--- src/rtl/vfcm_pkg.sv ---
package vfcm_pkg;

	localparam int unsigned IDX_W  = 17;
	localparam int unsigned COORD_W = 16;
	localparam int unsigned HALF_W = 12;
	localparam int unsigned NFACES = 6;
	localparam logic [HALF_W-1:0] HALF_RESET = 12'd8;

	typedef enum logic [2:0] {
		FACE_FRONT  = 3'd0,
		FACE_BACK   = 3'd1,
		FACE_LEFT   = 3'd2,
		FACE_RIGHT  = 3'd3,
		FACE_TOP    = 3'd4,
		FACE_BOTTOM = 3'd5
	} face_t;

	typedef enum logic [1:0] {
		CORNER_0 = 2'd0,
		CORNER_1 = 2'd1,
		CORNER_2 = 2'd2,
		CORNER_3 = 2'd3
	} corner_t;

	typedef struct packed {
		logic                      chunk_start;
		logic [7:0]                voxel_kind;
		logic signed [COORD_W-1:0] centre_x;
		logic signed [COORD_W-1:0] centre_y;
		logic signed [COORD_W-1:0] centre_z;
		logic [NFACES-1:0]         neighbour_solid;
	} voxel_t;

	typedef struct packed {
		logic signed [COORD_W-1:0] vert_x;
		logic signed [COORD_W-1:0] vert_y;
		logic signed [COORD_W-1:0] vert_z;
		logic [IDX_W-1:0]          vertex_number;
		logic [2:0]                face_dir;
		logic [1:0]                corner_num;
		logic                      tri_valid;
		logic [IDX_W-1:0]          tri_a;
		logic [IDX_W-1:0]          tri_b;
		logic [IDX_W-1:0]          tri_c;
		logic                      last;
	} vertex_t;

	// classified voxel: which faces still have to be emitted
	typedef struct packed {
		logic                      chunk_start;
		logic signed [COORD_W-1:0] centre_x;
		logic signed [COORD_W-1:0] centre_y;
		logic signed [COORD_W-1:0] centre_z;
		logic [NFACES-1:0]         faces;
	} desc_t;

	// corner sign per face and corner, bit 0 x, bit 1 y, bit 2 z; 1 means plus
	function automatic logic [2:0] corner_sign(input face_t f, input corner_t k);
		logic [2:0] s;
		s = 3'b000;
		case ({f, k})
			{FACE_FRONT, CORNER_0}:  s = 3'b010;
			{FACE_FRONT, CORNER_1}:  s = 3'b011;
			{FACE_FRONT, CORNER_2}:  s = 3'b001;
			{FACE_FRONT, CORNER_3}:  s = 3'b000;
			{FACE_BACK, CORNER_0}:   s = 3'b111;
			{FACE_BACK, CORNER_1}:   s = 3'b110;
			{FACE_BACK, CORNER_2}:   s = 3'b100;
			{FACE_BACK, CORNER_3}:   s = 3'b101;
			{FACE_LEFT, CORNER_0}:   s = 3'b110;
			{FACE_LEFT, CORNER_1}:   s = 3'b010;
			{FACE_LEFT, CORNER_2}:   s = 3'b000;
			{FACE_LEFT, CORNER_3}:   s = 3'b100;
			{FACE_RIGHT, CORNER_0}:  s = 3'b011;
			{FACE_RIGHT, CORNER_1}:  s = 3'b111;
			{FACE_RIGHT, CORNER_2}:  s = 3'b101;
			{FACE_RIGHT, CORNER_3}:  s = 3'b001;
			{FACE_TOP, CORNER_0}:    s = 3'b110;
			{FACE_TOP, CORNER_1}:    s = 3'b111;
			{FACE_TOP, CORNER_2}:    s = 3'b011;
			{FACE_TOP, CORNER_3}:    s = 3'b010;
			{FACE_BOTTOM, CORNER_0}: s = 3'b000;
			{FACE_BOTTOM, CORNER_1}: s = 3'b001;
			{FACE_BOTTOM, CORNER_2}: s = 3'b101;
			{FACE_BOTTOM, CORNER_3}: s = 3'b100;
			default:                 s = 3'b000;
		endcase
		return s;
	endfunction

	// centre plus or minus half extent, clamped to the 16-bit signed range
	function automatic logic [COORD_W-1:0] corner_coord(
		input logic [COORD_W-1:0] centre,
		input logic [HALF_W-1:0]  half,
		input logic               plus
	);
		logic [COORD_W:0] ce;
		logic [COORD_W:0] he;
		logic [COORD_W:0] s;
		logic [COORD_W-1:0] r;
		ce = {centre[COORD_W-1], centre};
		he = {{(COORD_W+1-HALF_W){1'b0}}, half};
		s  = plus ? ce + he : ce - he;
		if (s[COORD_W] != s[COORD_W-1]) begin
			r = s[COORD_W] ? {1'b1, {(COORD_W-1){1'b0}}} : {1'b0, {(COORD_W-1){1'b1}}};
		end else begin
			r = s[COORD_W-1:0];
		end
		return r;
	endfunction

endpackage

--- src/rtl/vfcm_front.sv ---
module vfcm_front (
	input  vfcm_pkg::voxel_t voxel,
	output vfcm_pkg::desc_t  desc
);

	// empty voxel: no faces; solid voxel: every face whose neighbour is not solid
	always_comb begin
		desc.chunk_start = voxel.chunk_start;
		desc.centre_x    = voxel.centre_x;
		desc.centre_y    = voxel.centre_y;
		desc.centre_z    = voxel.centre_z;
		desc.faces       = (voxel.voxel_kind != 8'd0) ? ~voxel.neighbour_solid
			: {vfcm_pkg::NFACES{1'b0}};
	end

endmodule

--- src/rtl/vfcm_queue.sv ---
module vfcm_queue #(
	parameter int unsigned DEPTH = 2
) (
	input  logic            clk,
	input  logic            arst_n,
	input  logic            wr_en,
	input  vfcm_pkg::desc_t wr_data,
	output logic            full,
	input  logic            rd_en,
	output vfcm_pkg::desc_t rd_data,
	output logic            empty
);

	localparam int unsigned PTR_W = $clog2(DEPTH);
	localparam int unsigned CNT_W = $clog2(DEPTH + 1);

	vfcm_pkg::desc_t   mem_q [DEPTH];
	logic [PTR_W-1:0]  wr_ptr_q;
	logic [PTR_W-1:0]  rd_ptr_q;
	logic [CNT_W-1:0]  count_q;
	logic              do_wr;
	logic              do_rd;

	assign full    = (count_q == CNT_W'(DEPTH));
	assign empty   = (count_q == '0);
	assign do_wr   = wr_en && !full;
	assign do_rd   = rd_en && !empty;
	assign rd_data = mem_q[rd_ptr_q];

	always_ff @(posedge clk) begin
		if (do_wr) begin
			mem_q[wr_ptr_q] <= wr_data;
		end
	end

	always_ff @(posedge clk or negedge arst_n) begin
		if (!arst_n) begin
			wr_ptr_q <= '0;
			rd_ptr_q <= '0;
			count_q  <= '0;
		end else begin
			if (do_wr) begin
				wr_ptr_q <= (wr_ptr_q == PTR_W'(DEPTH - 1)) ? '0 : wr_ptr_q + 1'b1;
			end
			if (do_rd) begin
				rd_ptr_q <= (rd_ptr_q == PTR_W'(DEPTH - 1)) ? '0 : rd_ptr_q + 1'b1;
			end
			case ({do_wr, do_rd})
				2'b10:   count_q <= count_q + 1'b1;
				2'b01:   count_q <= count_q - 1'b1;
				default: count_q <= count_q;
			endcase
		end
	end

endmodule

--- src/rtl/vfcm_back.sv ---
module vfcm_back (
	input  logic                            clk,
	input  logic                            arst_n,
	input  logic [vfcm_pkg::HALF_W-1:0]     half_extent,
	input  vfcm_pkg::desc_t                 q_data,
	input  logic                            q_empty,
	output logic                            q_pop,
	output vfcm_pkg::vertex_t               vertex,
	output logic                            empty,
	input  logic                            pop
);

	localparam int unsigned IW = vfcm_pkg::IDX_W;

	vfcm_pkg::desc_t             desc_q;
	logic                        busy_q;
	vfcm_pkg::corner_t           corner_q;
	logic [IW-1:0]               vcnt_q;
	logic                        out_valid_q;
	vfcm_pkg::vertex_t           out_q;

	vfcm_pkg::face_t             face;
	logic [vfcm_pkg::NFACES-1:0] remain;
	logic                        emit;
	logic                        last_now;
	logic                        face_done;
	logic [2:0]                  sgn;
	vfcm_pkg::vertex_t           vtx;

	// lowest pending face goes first
	always_comb begin
		face = vfcm_pkg::FACE_FRONT;
		for (int i = vfcm_pkg::NFACES - 1; i >= 0; i--) begin
			if (desc_q.faces[i]) begin
				face = vfcm_pkg::face_t'(3'(i));
			end
		end
	end

	assign remain    = desc_q.faces & ~(vfcm_pkg::NFACES'(1) << face);
	assign face_done = (corner_q == vfcm_pkg::CORNER_3);
	assign last_now  = face_done && (remain == '0);
	assign emit      = busy_q && (!out_valid_q || pop);
	assign q_pop     = !q_empty && (!busy_q || (emit && last_now));
	assign sgn       = vfcm_pkg::corner_sign(face, corner_q);

	always_comb begin
		vtx.vert_x        = vfcm_pkg::corner_coord(desc_q.centre_x, half_extent, sgn[0]);
		vtx.vert_y        = vfcm_pkg::corner_coord(desc_q.centre_y, half_extent, sgn[1]);
		vtx.vert_z        = vfcm_pkg::corner_coord(desc_q.centre_z, half_extent, sgn[2]);
		vtx.vertex_number = vcnt_q + IW'(corner_q);
		vtx.face_dir      = face;
		vtx.corner_num    = corner_q;
		vtx.tri_valid     = 1'b0;
		vtx.tri_a         = '0;
		vtx.tri_b         = '0;
		vtx.tri_c         = '0;
		vtx.last          = last_now;
		case (corner_q)
			vfcm_pkg::CORNER_1: begin
				vtx.tri_valid = 1'b1;
				vtx.tri_a     = vcnt_q;
				vtx.tri_b     = vcnt_q + IW'(1);
				vtx.tri_c     = vcnt_q + IW'(2);
			end
			vfcm_pkg::CORNER_3: begin
				vtx.tri_valid = 1'b1;
				vtx.tri_a     = vcnt_q;
				vtx.tri_b     = vcnt_q + IW'(2);
				vtx.tri_c     = vcnt_q + IW'(3);
			end
			default: begin
				vtx.tri_valid = 1'b0;
			end
		endcase
	end

	always_ff @(posedge clk) begin
		if (q_pop) begin
			desc_q <= q_data;
		end else if (emit && face_done) begin
			desc_q.faces <= remain;
		end
		if (emit) begin
			out_q <= vtx;
		end
	end

	always_ff @(posedge clk or negedge arst_n) begin
		if (!arst_n) begin
			busy_q      <= 1'b0;
			corner_q    <= vfcm_pkg::CORNER_0;
			vcnt_q      <= '0;
			out_valid_q <= 1'b0;
		end else begin
			if (emit) begin
				corner_q <= vfcm_pkg::corner_t'(corner_q + 2'd1);
			end
			if (q_pop) begin
				busy_q <= (q_data.faces != '0);
			end else if (emit && face_done) begin
				busy_q <= (remain != '0);
			end
			// chunk start of the next voxel overrides the face advance
			if (q_pop && q_data.chunk_start) begin
				vcnt_q <= '0;
			end else if (emit && face_done) begin
				vcnt_q <= vcnt_q + IW'(4);
			end
			if (emit) begin
				out_valid_q <= 1'b1;
			end else if (pop) begin
				out_valid_q <= 1'b0;
			end
		end
	end

	assign vertex = out_q;
	assign empty  = !out_valid_q;

endmodule

--- src/rtl/voxel_face_culling_mesher.sv ---
// Path: a voxel passes through the queue, then the corner sequencer's descriptor register, then
// the result register, before its vertices show on the result ports.
// Throughput: the corner sequencer emits one vertex per cycle while the result side keeps
// popping, 4 per visible face, up to 24 for a fully exposed voxel; an empty or hidden voxel emits none.
// Reset: arst_n clears queue, sequencer, vertex counter and result valid; half_extent is 8.
module voxel_face_culling_mesher #(
	parameter int unsigned QUEUE_DEPTH = 2
) (
	input  logic                        clk,
	input  logic                        arst_n,
	input  logic                        push,
	output logic                        full,
	input  vfcm_pkg::voxel_t            voxel,
	output logic                        empty,
	input  logic                        pop,
	output vfcm_pkg::vertex_t           vertex,
	input  logic                        cfg_valid,
	output logic                        cfg_ready,
	input  logic [vfcm_pkg::HALF_W-1:0] cfg_data
);

	// Front: classify each voxel into the set of faces it exposes. An empty voxel still
	// travels through, so its chunk start flag reaches the vertex counter in order.
	vfcm_pkg::desc_t               desc;
	vfcm_pkg::desc_t               q_data;
	logic                          q_empty;
	logic                          q_pop;
	logic [vfcm_pkg::HALF_W-1:0]   half_q;

	// Configuration: one register, always ready; user must write only while idle; not enforced.
	assign cfg_ready = 1'b1;

	always_ff @(posedge clk or negedge arst_n) begin
		if (!arst_n) begin
			half_q <= vfcm_pkg::HALF_RESET;
		end else if (cfg_valid) begin
			half_q <= cfg_data;
		end
	end

	vfcm_front u_front (
		.voxel (voxel),
		.desc  (desc)
	);

	// Short queue: lets the input side keep taking items while the sequencer works
	// on earlier voxels and the result side stalls.
	vfcm_queue #(
		.DEPTH (QUEUE_DEPTH)
	) u_queue (
		.clk     (clk),
		.arst_n  (arst_n),
		.wr_en   (push),
		.wr_data (desc),
		.full    (full),
		.rd_en   (q_pop),
		.rd_data (q_data),
		.empty   (q_empty)
	);

	// Back: walk pending faces lowest first, four corners each, into the result register.
	// The next voxel is loaded in the same cycle the last vertex of the current one issues.
	vfcm_back u_back (
		.clk         (clk),
		.arst_n      (arst_n),
		.half_extent (half_q),
		.q_data      (q_data),
		.q_empty     (q_empty),
		.q_pop       (q_pop),
		.vertex      (vertex),
		.empty       (empty),
		.pop         (pop)
	);

	// Face bases are multiples of four, so the low index bits track the corner.
	a_index_corner: assert property (@(posedge clk) disable iff (!arst_n)
		!empty |-> (vertex.vertex_number[1:0] == vertex.corner_num))
		else $error("vertex number does not match corner");

	a_tri_corner: assert property (@(posedge clk) disable iff (!arst_n)
		!empty |-> (vertex.tri_valid == vertex.corner_num[0]))
		else $error("triangle flag on wrong corner");

	a_last_corner: assert property (@(posedge clk) disable iff (!arst_n)
		(!empty && vertex.last) |-> (vertex.corner_num == vfcm_pkg::CORNER_3))
		else $error("last flag before the final corner of a face");

	a_face_code: assert property (@(posedge clk) disable iff (!arst_n)
		!empty |-> (vertex.face_dir != 3'd6 && vertex.face_dir != 3'd7))
		else $error("face direction out of range");

endmodule

--- config.mk ---
export PLATFORM = sky130hd
export DESIGN_NAME = voxel_face_culling_mesher
export DESIGN_NICKNAME = d
export VERILOG_FILES = /design/src/rtl/vfcm_pkg.sv /design/src/rtl/vfcm_front.sv /design/src/rtl/vfcm_queue.sv /design/src/rtl/vfcm_back.sv /design/src/rtl/voxel_face_culling_mesher.sv
export SDC_FILE = /design/constraint.sdc
export NUM_CORES = 1
export LEC_CHECK = 0
export BUFFER_PORTS_ARGS = -buffer_cell sky130_fd_sc_hd__buf_2
export CORE_MARGIN = 2
export CORE_UTILIZATION = 45
export CTS_CLUSTER_DIAMETER = 150
export DETAILED_ROUTE_END_ITERATION = 10
export PLACE_DENSITY = 0.69
export SLEW_MARGIN = 15
export SYNTH_ARGS = -nofsm -noshare
export SYNTH_HDL_FRONTEND = slang
export SYNTH_SLANG_ARGS = --single-unit
--- constraint.sdc ---
create_clock -name clk -period 4.6 [get_ports clk]
set_clock_uncertainty 0.05 [all_clocks]
set_input_delay 0.92 -clock clk [delete_from_list [all_inputs] [get_ports clk]]
set_output_delay 0.92 -clock clk [all_outputs]
set_load 0.01 [all_outputs]
After elaboration in Yosys (flattened, before gate mapping)
Memories as Yosys holds them, arrays and structs flattened. Index checks and enable logic that the tools add are counted.

Bits in latches: 0. Output and inout port bits: 126. Word-level logic and storage cells: 108. Input port bits: 80. ROM bits: 96. Flip-flop bits (word level): 214. Memories kept: 2. RAM bits: 110.

Magnitude comparators: 0. Div/mod/pow operators: 0. Eq/ne operators: 8. Multiply operators: 0. Shifts and indexed selects: 1. Mux-type cells: 31. Add/subtract/negate cells: 16. Bitwise gates (word level): 3. Reduce and logical (&&, ||, !) cells: 24.

Memory list: u_queue.mem_q (words 2, bits a word 55, read ports 1, clocked after Yosys merged registers in 0, write ports 1, line vfcm_queue.sv:17) `vfcm_pkg::desc_t mem_q [DEPTH];`; (name not given) (words 32, bits a word 3, read ports 1, clocked after Yosys merged registers in 0, write ports 0, line vfcm_pkg.sv:61) `case ({f, k})`.

Operators with widths (count): $pmux W51 S2 (1); $mux W16 (6); $mux W17 (5); $add A16 B13 Y17 (3); $sub A16 B13 Y17 (3); $add A17 B2 Y17 const B (2); $mux W3 (6); $mux W6 (3); $add A17 B1 Y17 const B (1); $add A17 B2 Y17 (1); $add A17 B3 Y17 const B (1); $not A6 Y6 (2); $reduce_bool A6 Y1 (2); $mux W1 (9); $logic_and A1 B1 Y1 (8); $reduce_bool A2 Y1 (4); $reduce_bool A8 Y1 (1); $and A6 B6 Y6 (1); $eq A2 B2 Y1 const B (3); $logic_not A6 Y1 (1); $shl A1 B3 Y6 const A (1); $add A2 B1 Y2 const B (2); $eq A2 B1 Y1 const B (2); $logic_not A1 Y1 (4); other kinds (7) (11).

Logic depth before layout (Yosys ltp)
Depth in word-level cells: 17. Depth in mapped cells: 18. Gate-level depth less buffers: 15.

By module
Synthesis repeated with hierarchy kept, for this count alone.

Cell total of the unflattened synthesis: 1086. Area total of the unflattened synthesis: 15061.9 sq um.

Modules (own cells, without submodules): vfcm_back (times used 1, seq. area each 5400.2 sq um, cells each 813, area each 9811.9 sq um); vfcm_queue (times used 1, seq. area each 3403.3 sq um, cells each 189, area each 4330.4 sq um); voxel_face_culling_mesher (times used 1, seq. area each 301.5 sq um, cells each 27, area each 496.7 sq um); vfcm_front (times used 1, seq. area each 0.0 sq um, cells each 57, area each 422.9 sq um).

Least setup slack after synthesis
No wires, ideal clock.

Kind: flip-flop to flip-flop. Start point: register u_back.desc_q[1] (netlist bit). End point: register u_back.out_q (netlist bit u_back.vertex[80]) (data pin). Cell stages (with the launch flop): 19. Data arrival time: 3.962 ns. Buffers on the path: 4. Clock period less this slack: 4.277 ns. Slack: 0.323 ns. Setup time: 0.265 ns. Data required time: 4.285 ns. Path through: edfxtp_1 buf_4 nor4_2 nand2_1 o211ai_1 and2_0 clkbuf_1 nand2_1 xnor2_1 ha_1 clkbuf_1 a21o_1 a21o_1 a221o_1 a21oi_2 o21ai_0 xor2_1 buf_2 maj3_1.

RTL lines: from (decl) (line vfcm_back.sv:15) `vfcm_pkg::desc_t desc_q;`; from (signal assigned) (line vfcm_back.sv:80) `desc_q <= q_data;`; to (signal assigned) (line vfcm_back.sv:85) `out_q <= vtx;`; to (decl) (line vfcm_back.sv:20) `vfcm_pkg::vertex_t out_q;`.

==> results_dict.tcl <==
set metrics [dict create \
    cts.reportedPaths.clkPinSlew_ns 0.05 \
    fin_crit_ns 4.31 \
    final_min_period_over_clock_period 0.936 \
    cp_common_cell "sky130_fd_sc_hd__nand2_1" \
    critical_path.max_stage_delay_ns 0.52 \
    critical_path.cell_chain "or2_2 -> nand2_1 -> inv_1 -> o21ai_0 -> buf_4 -> nand2_1 -> xnor2_1 -> ha_1 -> a21o_1 -> a21oi_2 -> or4b_1 -> and3_4 -> a21oi_4 -> xnor2_4 -> maj3_1" \
    vias_per_cell 5.20 \
    grt_util_met2 0.307 \
    timing.critical_path.slowest_stage_cell "sky130_fd_sc_hd__or4b_1" \
    placer_s_final_routability_congestion_estimate 0.863 \
    max_freq_mhz 232 \
    antenna_cells_inserted 0 \
    synth_warnings 0 \
    die_x_um 184 \
    drv.max_cap_violation_count 0 \
    total_power_uw 13100 \
    synth_enable_flop_cells 275 \
    seq_area_frac_synth 0.627 \
    clk-insertion-delay-late_ns 0.50 \
    overflow 0 \
    grt_first_pass_wirelength_um 47700 \
    grtUsageMet1 0.247 \
    fill_cells 2640 \
    drive_gt1_frac 0.305 \
    globalRouteTotalUtil 0.182 \
    critPathTopFamily "simple AND/OR/NAND/NOR gates" \
    hold_viol 0 \
    routed_wirelength_um 30700 \
    most_congested_layer_reported_by_global_routing "met2" \
    final_net_count 1432 \
    synth_to_final_area_change_pct 19.0 \
    synth_nets 1212 \
    yosys_most_used_dff "sky130_fd_sc_hd__edfxtp_1" \
    timing.hold.worst.class "reg2reg" \
    max-slew-margin-rel 0.370 \
    avgSynthCellArea_um2 13.5 \
    drc_errors 0 \
    synth.ff_latch_count 310 \
    final_number_of_setup_violating_endpoints 0 \
    netlist_area_um2 14600 \
    die_h_um 184 \
    worst-path-max-fanout 16 \
    ys_async_sr_fraction 0.113 \
    cts_num_sinks 310 \
    tritoncts "done" \
    sum_of_negative_setup_slack_ns 0 \
    yosysMostFrequentCell "sky130_fd_sc_hd__edfxtp_1" \
    routedWlPerCell_um 17.8 \
    floorplan.core_area_um2 31700 \
    synth.largest_area_cell "sky130_fd_sc_hd__edfxtp_1" \
    synth_cell_types 71 \
    portBuffers 204 \
    ctsLongestPathBuffers 3 \
    number_of_antenna_violations_at_the_first_check_in_global_routing 0 \
    final_max_slew_viol_count 0 \
    pin_count 206 \
    power.density_nw_per_um2 756 \
    synthesized_instance_count 1076 \
    internal_reg_to_reg_setup_slack_ns 0.29 \
    criticalPathCategory "reg2reg" \
    crit_path_start_kind "register" \
    gr-usage-met3 0.0325 \
    numCtsBuffers 34 \
    cp.arrival_ns 4.50 \
    detailedRoute.firstPassIterationCount 5 \
    critPathCaptureType "register" \
    fp.dieArea_um2 33900 \
    h-tree-depth 2 \
    finalWorstSetupSlack_ns 0.293 \
    grt_start_max_net_pins 66 \
    vias 8950 \
    number_of_buffers_and_inverters_on_the_critical_path 2 \
    place_hpwl_um 22300 \
    antenna_left 0 \
    clockRootBuffer "sky130_fd_sc_hd__clkbuf_16" \
    post-place-ws_ns -0.0276 \
    drt-initial-drc-count 458 \
    synth_top_cell_area_share 0.566 \
    run_status "complete, no violations" \
    first_global_vias 8752 \
    peakVddDrop_mv 0.326 \
    synth_top_cells_by_area "sky130_fd_sc_hd__edfxtp_1 (57%), sky130_fd_sc_hd__dfrtp_1 (5.8%), sky130_fd_sc_hd__mux2_2 (4.6%)" \
    required_ns 4.79 \
    power.static_leakage_uw 0.00693 \
    start_util 0.460 \
    worstMarginPinSlew_ns 0.941 \
    placementRows 65 \
    most_used_standard_cells_in_the_synthesized_netlist "sky130_fd_sc_hd__edfxtp_1 (275), sky130_fd_sc_hd__nor2_1 (76), sky130_fd_sc_hd__xnor2_1 (60)" \
]
[per-stage QoR]
step	utilization	std cells	hold WS, ns	cell area [um^2]
floorplan	-	1076	0.411	14600
global placement	0.508	1654	0.439	16100
detailed placement	0.508	1654	0.449	16100
CTS	0.543	1714	0.464	17200
global route	0.547	1722	0.477	17300
finish	0.547	1722	0.465	17300
[kinds of logic after synthesis]
group	Yosys count	synth area share
AOI/OAI and AO/OA	163	0.0725
xor gates and xnor gates	90	0.0566
adders and majority gates	89	0.0730
buffers and inverters	100	0.0311
DFF	310	0.627
muxes	71	0.0538
other	2	0.000515
and+or+nand+nor	251	0.0857
[power breakdown]
group	leakage, uW	switching [uW]	internal [uW]
registers	0.00305	350	4170
clock network	0.000547	1040	1610
logic	0.00333	3300	2650
total	0.00693	4690	8420
[flip-flops by register name (all words and copies together), names as in the netlist]
register and count:
u_back.vertex 111, u_back.desc_q 54, u_back.corner_q 2, u_back.busy_q 1
u_queue.rd_ptr_q 1, u_queue.mem_q 110, u_back.vcnt_q 15, u_back.out_valid_q 1
u_queue.count_q 2, half_q 12, u_queue.wr_ptr_q 1
[metal layers]
layer / share of wire / vias up
met1: 0.45 / 4287
met3: 0.060 / 42
met5: 0 / -
met4: 0.017 / 0
li1: - / 4373
met2: 0.47 / 248
[placed cells by master (no fill, tap or decap), drive strengths merged, types with 3 or more instances in the layout]
| cell type | n |
|---|---|
| edfxtp | 275 |
| buf | 252 |
| nor2 | 77 |
| xnor2 | 64 |
| mux2 | 59 |
| nand2 | 57 |
| ha | 53 |
| a21oi | 47 |
| clkbuf | 44 |
| o21ai | 36 |
| and2 | 34 |
| dfrtp | 34 |
| maj3 | 33 |
| inv | 32 |
| xor2 | 26 |
| a21o | 20 |
| nor3 | 17 |
| clkinv | 13 |
| mux2i | 12 |
| and3 | 11 |
| a211oi | 10 |
| a31oi | 9 |
| nand3 | 9 |
| or3 | 8 |
| o21a | 8 |
| nand2b | 7 |
| nor2b | 7 |
| nand4 | 7 |
| or2 | 5 |
| nor4 | 5 |
| o211ai | 4 |
| a21boi | 3 |
| o22ai | 3 |
| fa | 3 |
| o31ai | 3 |
[worst paths after layout]
path / from / endpoint / depth (start not counted)
max reg2reg: u_back.desc_q[5] / u_back.vertex[91] / 15
min in group asynchronous: arst_n / u_back.vcnt_q[2] / 1
max: u_back.desc_q[5] / u_back.vertex[91] / 15
min reg2reg: u_queue.count_q[1] / u_queue.count_q[1] / 1
max in group asynchronous: arst_n / u_queue.rd_ptr_q / 1
min: u_queue.count_q[1] / u_queue.count_q[1] / 1
[repair_timing]
item	4_1_cts	5_1_grt
gates resized for setup	1	7
endpoints found under the setup margin	9	30
setup buffers	0	8
hold buffers	0	0
[cell type report]
type	instances	area (um^2)	share of cell area
flip-flops and latches	310	9140	0.527
multi-input cells	666	5060	0.292
repair buffers	252	1410	0.0811
clock buffers	44	972	0.0561
well taps	402	503	0.0290
clock inverters	16	139	0.00801
inverters	32	123	0.00707
(Power assumes the default switching activity.)
